**src/design/rdq_pkg.sv**
```systemverilog
// Package for the ring deque with id position lookup.
// Holds sizes, operation codes and the controller/datapath interface structs.
// No dependencies.
`default_nettype none

package rdq_pkg;

   // Slot count of the ring. It must be a power of two so that the pointers wrap
   // by plain binary overflow.
   localparam int DEPTH       = 1024;
   localparam int PTR_BITS    = $clog2(DEPTH);
   localparam int ID_BITS     = 16;
   localparam int ID_COUNT    = 2 ** ID_BITS;
   localparam int VALUE_BITS  = 16;
   localparam int ANSWER_BITS = 16;
   localparam int OP_BITS     = 3;
   localparam int EPOCH_BITS  = 6;
   localparam int TBL_BITS    = EPOCH_BITS + PTR_BITS;

   typedef enum logic [OP_BITS-1:0] {
      OP_PUSH      = 3'd0,
      OP_POP       = 3'd1,
      OP_ID_AT_POS = 3'd2,
      OP_POS_OF_ID = 3'd3,
      OP_CLEAR     = 3'd4
   } op_type;

   // Commands from the controller to the datapath.
   typedef struct packed {
      logic load_item;
      logic exec;
      logic sweep_write;
      logic sweep_done;
      logic load_answer;
   } cmd_type;

   // Status from the datapath to the controller.
   typedef struct packed {
      logic [OP_BITS-1:0] op_code;
      logic               epoch_last;
      logic               sweep_last;
      logic               out_free;
   } status_type;

endpackage

`default_nettype wire

```
**src/design/rdq_ctrl.sv**
```systemverilog
// Controller state machine of the ring deque: sequences accept, execute,
// memory read wait and the table clearing sweep. Depends on rdq_pkg.
`default_nettype none

module rdq_ctrl (
   input  wire logic                clock,
   input  wire logic                reset,
   input  wire logic                req_tvalid,
   output logic                     req_tready,
   input  wire rdq_pkg::status_type status,
   output rdq_pkg::cmd_type         cmd
);
   import rdq_pkg::*;

   typedef enum logic [1:0] {
      ST_SWEEP,
      ST_IDLE,
      ST_EXEC,
      ST_WAIT
   } state_type;

   state_type state_ff;
   state_type state_in;
   logic      ready_ff;
   logic      ready_in;

   always_comb begin
      state_in = state_ff;
      ready_in = ready_ff;
      cmd      = '0;
      unique case (state_ff)
         ST_SWEEP: begin
            cmd.sweep_write = 1'b1;
            if (status.sweep_last) begin
               cmd.sweep_done = 1'b1;
               state_in       = ST_IDLE;
               ready_in       = 1'b1;
            end
         end
         ST_IDLE: begin
            if (req_tvalid && ready_ff) begin
               cmd.load_item = 1'b1;
               state_in      = ST_EXEC;
               ready_in      = 1'b0;
            end
         end
         ST_EXEC: begin
            cmd.exec = 1'b1;
            case (status.op_code)
               OP_ID_AT_POS, OP_POS_OF_ID: begin
                  state_in = ST_WAIT;
               end
               OP_CLEAR: begin
                  // Once the epoch tag runs out the id table is swept back to tag zero.
                  if (status.epoch_last) begin
                     state_in = ST_SWEEP;
                  end else begin
                     state_in = ST_IDLE;
                     ready_in = 1'b1;
                  end
               end
               default: begin
                  state_in = ST_IDLE;
                  ready_in = 1'b1;
               end
            endcase
         end
         ST_WAIT: begin
            if (status.out_free) begin
               cmd.load_answer = 1'b1;
               state_in        = ST_IDLE;
               ready_in        = 1'b1;
            end
         end
         default: begin
            state_in = ST_IDLE;
            ready_in = 1'b1;
         end
      endcase
   end

   always_ff @(posedge clock) begin
      if (reset) begin
         state_ff <= ST_SWEEP;
         ready_ff <= 1'b0;
      end else begin
         state_ff <= state_in;
         ready_ff <= ready_in;
      end
   end

   assign req_tready = ready_ff;

endmodule

`default_nettype wire

```
**config.mk**
```make
export PLATFORM = sky130hd
export DESIGN_NAME = rdq_ctrl
export DESIGN_NICKNAME = d
export VERILOG_FILES = /design/src/design/rdq_pkg.sv /design/src/design/rdq_ctrl.sv
export SDC_FILE = /design/constraint.sdc
export NUM_CORES = 1
export LEC_CHECK = 0
export BUFFER_PORTS_ARGS = -buffer_cell sky130_fd_sc_hd__buf_2
export CAP_MARGIN = 0
export CELL_PAD_IN_SITES_DETAIL_PLACEMENT = 1
export CELL_PAD_IN_SITES_GLOBAL_PLACEMENT = 2
export CORE_AREA = 2 2 39 41
export CTS_CLUSTER_DIAMETER = 60
export DETAILED_ROUTE_END_ITERATION = 10
export DIE_AREA = 0 0 41 43
export PLACE_DENSITY_LB_ADDON = 0.1
export SYNTH_ARGS = -nofsm -noshare
export SYNTH_HDL_FRONTEND = slang
export SYNTH_SLANG_ARGS = --single-unit
```
**constraint.sdc**
```tcl
create_clock -name clock -period 2.4 [get_ports clock]
set_clock_uncertainty 0.2 [all_clocks]
set_input_delay 0.24 -clock clock [delete_from_list [all_inputs] [get_ports clock]]
set_output_delay 0.24 -clock clock [all_outputs]
set_load 0.05 [all_outputs]
```
Word level (Yosys, flattened, before mapping)

Index checks and enable logic that the tools add are counted.

Multiplexer cells: 19
Reductions and logical operators: 5
Eq/ne operators: 11

Operator list:

| operator                                                               | number |
|---|---|
| 1-bit two-way mux                                                      | 11 |
| 2-bit two-way mux                                                      | 4 |
| 2-bit inequality test (second input constant)                          | 4 |
| 2-bit one-hot mux with 4 select lines                                  | 1 |
| 3-bit by 2-bit equality test with 1-bit output (second input constant) | 2 |
| 5-bit AND reduction                                                    | 1 |
| 2-bit equality test (second input constant)                            | 2 |
| 1-bit one-hot mux with 4 select lines                                  | 1 |
| 2-bit one-hot mux with 2 select lines                                  | 1 |
| 3-bit equality test (second input constant)                            | 1 |
| 3-bit inequality test (second input constant)                          | 1 |
| 3-bit AND reduction                                                    | 1 |
| 2-bit by 1-bit equality test with 1-bit output (second input constant) | 1 |
| 2-bit logical NOT                                                      | 1 |
| 1-bit one-hot mux with 2 select lines                                  | 1 |
| 2-bit OR reduction                                                     | 1 |
| 1-bit logical AND                                                      | 1 |

Logic and storage cells: 37
Bits of input ports: 9
Flip-flop bits (word level): 3

Longest topological paths before layout

Gate-level depths: netlist of the first run.

Depth in word-level cells: 4
Depth in mapped cells: 5

Worst setup path after synthesis of the first run

OpenSTA, ideal clock, no wires.

Kind: reg2reg
Start: register state_ff[0]
End: register ready_ff, in the netlist req_tready
Period minus slack after synthesis: 2.070 ns
Arrival: 1.779 ns
Setup slack: 0.330 ns
Cell stages (with the launch flop): 6
Buffers on the path: 0
Data required time: 2.109 ns
Cell sequence: dfxtp_1 -> inv_1 -> ha_1 -> a222oi_1 -> a21oi_1 -> a311oi_1

Word-level cells in the longest chain between the ends: 3

RTL lines:

| what                                                                            | line           | RTL |
|---|---|---|
| from (decl)                                                                     | rdq_ctrl.sv:22 | `state_type state_ff;` |
| from (signal assigned)                                                          | rdq_ctrl.sv:87 | `state_ff <= state_in;` |
| 2-bit equality test (tied with other cells)                                     | rdq_ctrl.sv:31 | `unique case (state_ff)` |
| 3-bit inequality test (no line) / 2-bit inequality test (equally long branches) | n/a            |  |
| 5-bit AND reduction (no line)                                                   | n/a            |  |
| to (signal assigned)                                                            | rdq_ctrl.sv:88 | `ready_ff <= ready_in;` |
| to (decl)                                                                       | rdq_ctrl.sv:24 | `logic ready_ff;` |

Parallel ways exist; a longest one is shown, timed or not.
A chain may end at the register's enable or synchronous reset.

Worst setup path after layout of the first run

Same ends and word-level chain as after synthesis.

==> impl_metrics.py, run 1 <==
metrics = {
    "drt": {
        "wirelength_um": 657,
        "first_iter_violations": 5,
        "viasPerCell": 4.391,
        "postRouteAntennaNets": 0,
        "routedWlPerCell_um": 10.27,
        "drc": 0,
        "num_vias": 281,
        "firstDrtPassIters": 4,
    },
    "sta": {
        "period_share": 0.7496,
        "grt_setup_unrepaired": "false",
        "tns_ns": 0,
        "hold_viol_final": 0,
        "slew_viol_final": 0,
        "worst_pin_slew_ns": 0.3639,
        "post-route-min-period_ns": 1.799,
        "max_freq_ghz": 0.5558,
        "fin_ws_ns": 0.6009,
        "maxSlewHeadroom": 0.7541,
        "setup_viol": 0,
    },
    "clock_tree": {
        "cts.sink_count": 3,
        "cts-root-buf": "clkbuf_4",
        "numCtsBuffers": 3,
        "cts_resized": 0,
        "clk_pin_slew_ns": 0.04,
        "cts_max_level": 1,
        "cts_tree": "yes",
        "cts.path.max_buffers": 2,
        "insertion_delay_ns": 0.23,
    },
    "finish": {
        "stdcell_area_um2": 375.4,
        "n_antenna_cell": 0,
        "syn_to_final_growth_pct": 55.44,
        "drive_gt1_frac": 0.3958,
        "nets": 62,
    },
    "setup_path": {
        "rr_endpoint": "req_tready",
        "start_kind": "flop",
        "end_kind": "flop",
        "critPathLaunch": "state_ff[0]",
        "crit_path_max_fanout": 5,
        "cp_data_arrival_time_ns": 1.74,
        "r2r_slack_ns": 0.60,
        "crit_required_ns": 2.34,
        "r2r_start": "state_ff[0]",
        "worstSetupPathType": "reg -> reg",
        "r2r_cells": 6,
    },
    "hold_path": {
        "hp-start": "status[3]",
        "holdPathStages": 5,
        "hold_end": "state_ff[0]",
        "hp-class": "in -> reg",
    },
    "yosys": {
        "synth_ff_type": "dfxtp_1",
        "synthTopCellsByCount": "ha_1, inv_1, dfxtp_1",
        "syn_area_um2": 241.5,
        "synthesis.nets": 41,
        "netlist_instances": 28,
        "yosysSeqAreaShare": 0.2487,
        "ys_async_sr_fraction": 0,
        "synth_top_cell_by_area": "dfxtp_1",
        "synth_edf_count": 0,
        "yosys-top-cells-area": "dfxtp_1, ha_1, mux2i_1, inv_1, a21oi_1",
        "yosys.area.top_type_share": 0.2487,
        "syn_avg_cell_area_um2": 8.624,
        "synth_warnings": 0,
        "synth_cell_types": 18,
        "ys_ff_latch": 3,
    },
    "floorplan": {
        "io_pins": 15,
        "initial_core_util": 0.1745,
        "dieHeight_um": 43,
        "core-area_um2": 1384,
        "die_area_um2": 1763,
        "die_x_um": 41,
        "placementRows": 14,
    },
    "power": {
        "p_total_uw": 324.8,
        "p_leak_uw": 0.0001993,
        "max-vdd-ir-drop_mv": 0.1447,
        "power_density_nw_per_um2": 865.3,
    },
    "place": {
        "dp_slack_ns": 0.5797,
        "io_buffers": 14,
        "dp_hpwl_um": 565.4,
        "place_area_um2": 339.1,
        "gp_congestion": 0.6875,
    },
    "run": {
        "cap_viol_max_count": 0,
    },
    "global_routing": {
        "grt_pass1_vias": 278,
        "grtUsageTotal": 0.08317,
        "grt_max_degree": 6,
        "antenna_found_initial": 0,
        "grt_pass1_wl_um": 1014,
        "grt.overflow.total": 0,
    },
    "outcome": {
        "status": "completed",
    },
}
[worst max-delay path, cell delays in order (launching register included)]
cell	delay [ns]
dfxtp_1	0.39
inv_1	0.08
ha_1	0.22
a222oi_1	0.33
buf_4	0.19
a21oi_1	0.06
a311oi_1	0.24
[where the power goes]
part           leakage [µW]  internal, µW  switching, µW
registers         0.0000248          61.3           11.5
logic              0.000160          58.6            105
clock network     0.0000150          62.4           26.5
[cell families (layout without fill, tap and decap cells)]
| group | Yosys count | count (layout) | share of synthesized area |
|---|---|---|---|
| AO/OA/AOI/OAI | 6 | 6 | 0.1710 |
| adder cells (fa/ha/maj) | 4 | 4 | 0.2073 |
| buffers and inverters | 4 | 24 | 0.06216 |
| flip-flops | 3 | 3 | 0.2487 |
| multiplexers | 2 | 2 | 0.08290 |
| AND/OR/NAND/NOR | 9 | 9 | 0.2280 |
[repair_timing]
item / in CTS / in global routing
hold buffers: 1 / 0
buffers inserted: 0 / 0
hold endpoints to repair: 3 / 0
[per-layer routing]
metal	global-route usage	wire length (µm)	vias to the layer above
met5	0	0	-
met4	0.06000	0	0
met3	0	59	0
met2	0.1469	348	17
met1	0.08626	249	126
li1	-	-	138
[stage by stage]
stage	std cells	util	hold WS [ns]
global route	64	0.2712	0.3303
CTS	64	0.2712	0.2673
finish	64	0.2712	0.2660
detailed placement	59	0.2450	0.2409
global placement	59	0.2450	0.2401
floorplan	28	-	0.1091
[area by class of cell]
class	instances	area, µm²
tap	16	20.02
inverter	4	15.01
timing repair buffer	16	87.58
multi-input combinational	21	166.4
fill	187	1008
sequential	3	60.06
clock buffer	4	26.28
[state kept, by name (all words and copies together), names as in the netlist]
signal      flops
req_tready      1
state_ff        2
[cells in the final DEF, fill, tap and decap left out, types with 2 or more instances in the layout]
cell type / n
ha_1: 4
a21oi_1: 2
inv_1: 4
buf_2: 14
dfxtp_1: 3
clkbuf_4: 3
mux2i_1: 2
[how the worst max path moves through the flow]
stage          slack [ns]         end  cells after the start
2_1_floorplan        0.33  req_tready                      5
3_3_place_gp         0.60  req_tready                      6
3_5_place_dp         0.58  req_tready                      6
4_1_cts              0.57  req_tready                      6
5_1_grt              0.49  req_tready                      6
6_report             0.60  req_tready                      6
(Power assumes the default switching activity.)
==> inputs of run 2 (changes only) <==
ABC_AREA = 1   (was unset)
CORE_AREA = unset   (was 2 2 39 41)
CORE_MARGIN = 2   (was unset)
CORE_UTILIZATION = 17   (was unset)
DIE_AREA = unset   (was 0 0 41 43)
clock period = 1.5 ns   (was 2.4 ns; I/O delays follow)
==> impl_metrics.py, run 2 <==
metrics = {
    "global_routing": {
        "grt_pass1_vias": 318,
        "grt.overflow.total": 0,
        "grtUsageTotal": 0.08766,
        "antenna_found_initial": 0,
        "grt_max_degree": 6,
        "grt_pass1_wl_um": 1235,
    },
    "run": {
        "cap_viol_max_count": 0,
    },
    "finish": {
        "final_common_cell": "buf_2",
        "syn_to_final_growth_pct": 70.64,
        "nets": 79,
        "utilization": 0.3004,
        "layout_common_cells": "buf_2, nand2_1, inv_1",
        "drive_gt1_frac": 0.5692,
        "top_register": "state_ff",
        "n_antenna_cell": 0,
        "largest_reg_flops": 2,
        "stdcell_count": 82,
    },
    "drt": {
        "viasPerCell": 3.927,
        "drc": 0,
        "first_iter_violations": 0,
        "firstDrtPassIters": 1,
        "postRouteAntennaNets": 0,
        "routedWlPerCell_um": 9.134,
        "wirelength_um": 749,
        "num_vias": 322,
    },
    "setup_path": {
        "end_kind": "primary output",
        "critPathLaunch": "state_ff[0]",
        "start_kind": "flop",
        "r2r_start": "state_ff[1]",
        "crit_path_max_fanout": 4,
        "crit_required_ns": 1.15,
        "cp_data_arrival_time_ns": 1.11,
        "worstSetupPathType": "reg -> out",
    },
    "yosys": {
        "synth_ff_type": "dfxtp_1",
        "syn_area_um2": 294.0,
        "synth_warnings": 0,
        "ys_ff_latch": 3,
        "synth_edf_count": 0,
        "yosysSeqAreaShare": 0.2043,
        "syn_avg_cell_area_um2": 6.534,
        "yosys-top-cells-area": "dfxtp_1, ha_1, inv_1, nand2_1, nand2_2",
        "netlist_instances": 45,
        "yosys.area.top_type_share": 0.2043,
        "synth_cell_types": 16,
        "synth_top_cell_by_area": "dfxtp_1",
        "synthesis.nets": 58,
        "synth_most_common_cell": "inv_1",
        "ys_async_sr_fraction": 0,
        "synthTopCellsByCount": "inv_1, nand2_1, ha_1, nor2_1",
    },
    "clock_tree": {
        "cts-root-buf": "clkbuf_4",
        "cts_tree": "yes",
        "insertion_delay_ns": 0.23,
        "numCtsBuffers": 3,
        "cts.path.max_buffers": 2,
        "cts.sink_count": 3,
        "cts_max_level": 1,
        "clk_pin_slew_ns": 0.03,
    },
    "sta": {
        "max_freq_ghz": 0.6859,
        "maxSlewHeadroom": 0.8374,
        "worst_pin_slew_ns": 0.2456,
        "grt_setup_unrepaired": "true",
        "post-route-min-period_ns": 1.458,
        "slew_viol_final": 0,
        "period_share": 0.9720,
        "fin_ws_ns": 0.04200,
        "hold_viol_final": 0,
        "setup_viol": 0,
    },
    "hold_path": {
        "hp-start": "status[5]",
        "hp-class": "in -> reg",
    },
    "place": {
        "gp_congestion": 0.6521,
        "dp_hpwl_um": 625.9,
        "dpl.cell_count": 76,
        "dp_slack_ns": -0.01686,
        "io_buffers": 14,
    },
    "power": {
        "p_leak_uw": 0.0002671,
        "power_density_nw_per_um2": 2230,
        "max-vdd-ir-drop_mv": 0.6047,
    },
    "floorplan": {
        "core-area_um2": 1670,
        "die_x_um": 45.59,
        "placementRows": 15,
        "io_pins": 15,
        "dieHeight_um": 45.59,
        "initial_core_util": 0.1760,
        "die_area_um2": 2078,
    },
    "outcome": {
        "status": "completed",
    },
}
-- run 2: power by group --
part / internal [µW] / switching, µW
Clock: 99.7 / 41.8
Combinational: 291 / 496
Sequential: 135 / 55.7
-- run 2: what timing repair did --
| item | CTS | global route |
|---|---|---|
| hold buffers | 1 | 0 |
| hold endpoints to repair | 3 | 0 |
| setup endpoints to repair | 7 | 7 |
| buffers inserted | 1 | 0 |
| pin swaps | 1 | 1 |
| gates resized for setup | 9 | 12 |
-- run 2: path summary, 6_finish.rpt --
path	to	depth (start not counted)	slack [ns]
worst max-delay path	cmd[1]	5	0.04
worst min-delay path	state_ff[0]	4	0.15
worst max register to register	state_ff[1]	8	0.11
worst min register to register	req_tready	4	0.36
-- run 2: critical path, cell delays in order, from the launching register on --
cell        delay [ns]
dfxtp_4           0.37
inv_2             0.05
ha_4              0.17
nand2_4           0.07
clkinvlp_4        0.07
buf_8             0.15
-- run 2: layout make-up --
type,instances,area (µm²)
fill,208,1169
multi-input combinational,30,226.5
timing repair buffer,16,108.9
sequential,3,67.56
inverter,12,51.30
clock buffer,4,26.28
tap,17,21.27
-- run 2: per-layer routing --
| layer | share of wire | vias up | global-route usage |
|---|---|---|---|
| li1 | - | 173 | - |
| met1 | 0.45 | 139 | 0.09524 |
| met2 | 0.50 | 10 | 0.1408 |
| met3 | 0.052 | 0 | 0.01190 |
| met4 | 0 | 0 | 0.08824 |
| met5 | 0 | - | 0 |
-- run 2: stage by stage --
| step | hold WS [ns] | power (µW) | instance area [µm²] | TNS (ns) |
|---|---|---|---|---|
| after floorplan | 0.01907 | 706.4 | 305.3 | -0.06946 |
| after global placement | 0.1239 | 845.4 | 396.6 | -0.07093 |
| after detailed placement | 0.1406 | 834.5 | 396.6 | -0.02463 |
| after CTS | 0.1551 | 1045 | 460.4 | -0.01941 |
| after global routing | 0.2020 | 1221 | 501.7 | -0.009894 |
| final | 0.1539 | 1119 | 501.7 | 0 |
-- run 2: kinds of logic after synthesis --
group / count (synthesis) / synth area share
AO/OA/AOI/OAI: 4 / 0.08084
adder cells (fa/ha/maj): 4 / 0.1702
buffers and inverters: 12 / 0.1532
flip-flops: 3 / 0.2043
AND/OR/NAND/NOR: 22 / 0.3915
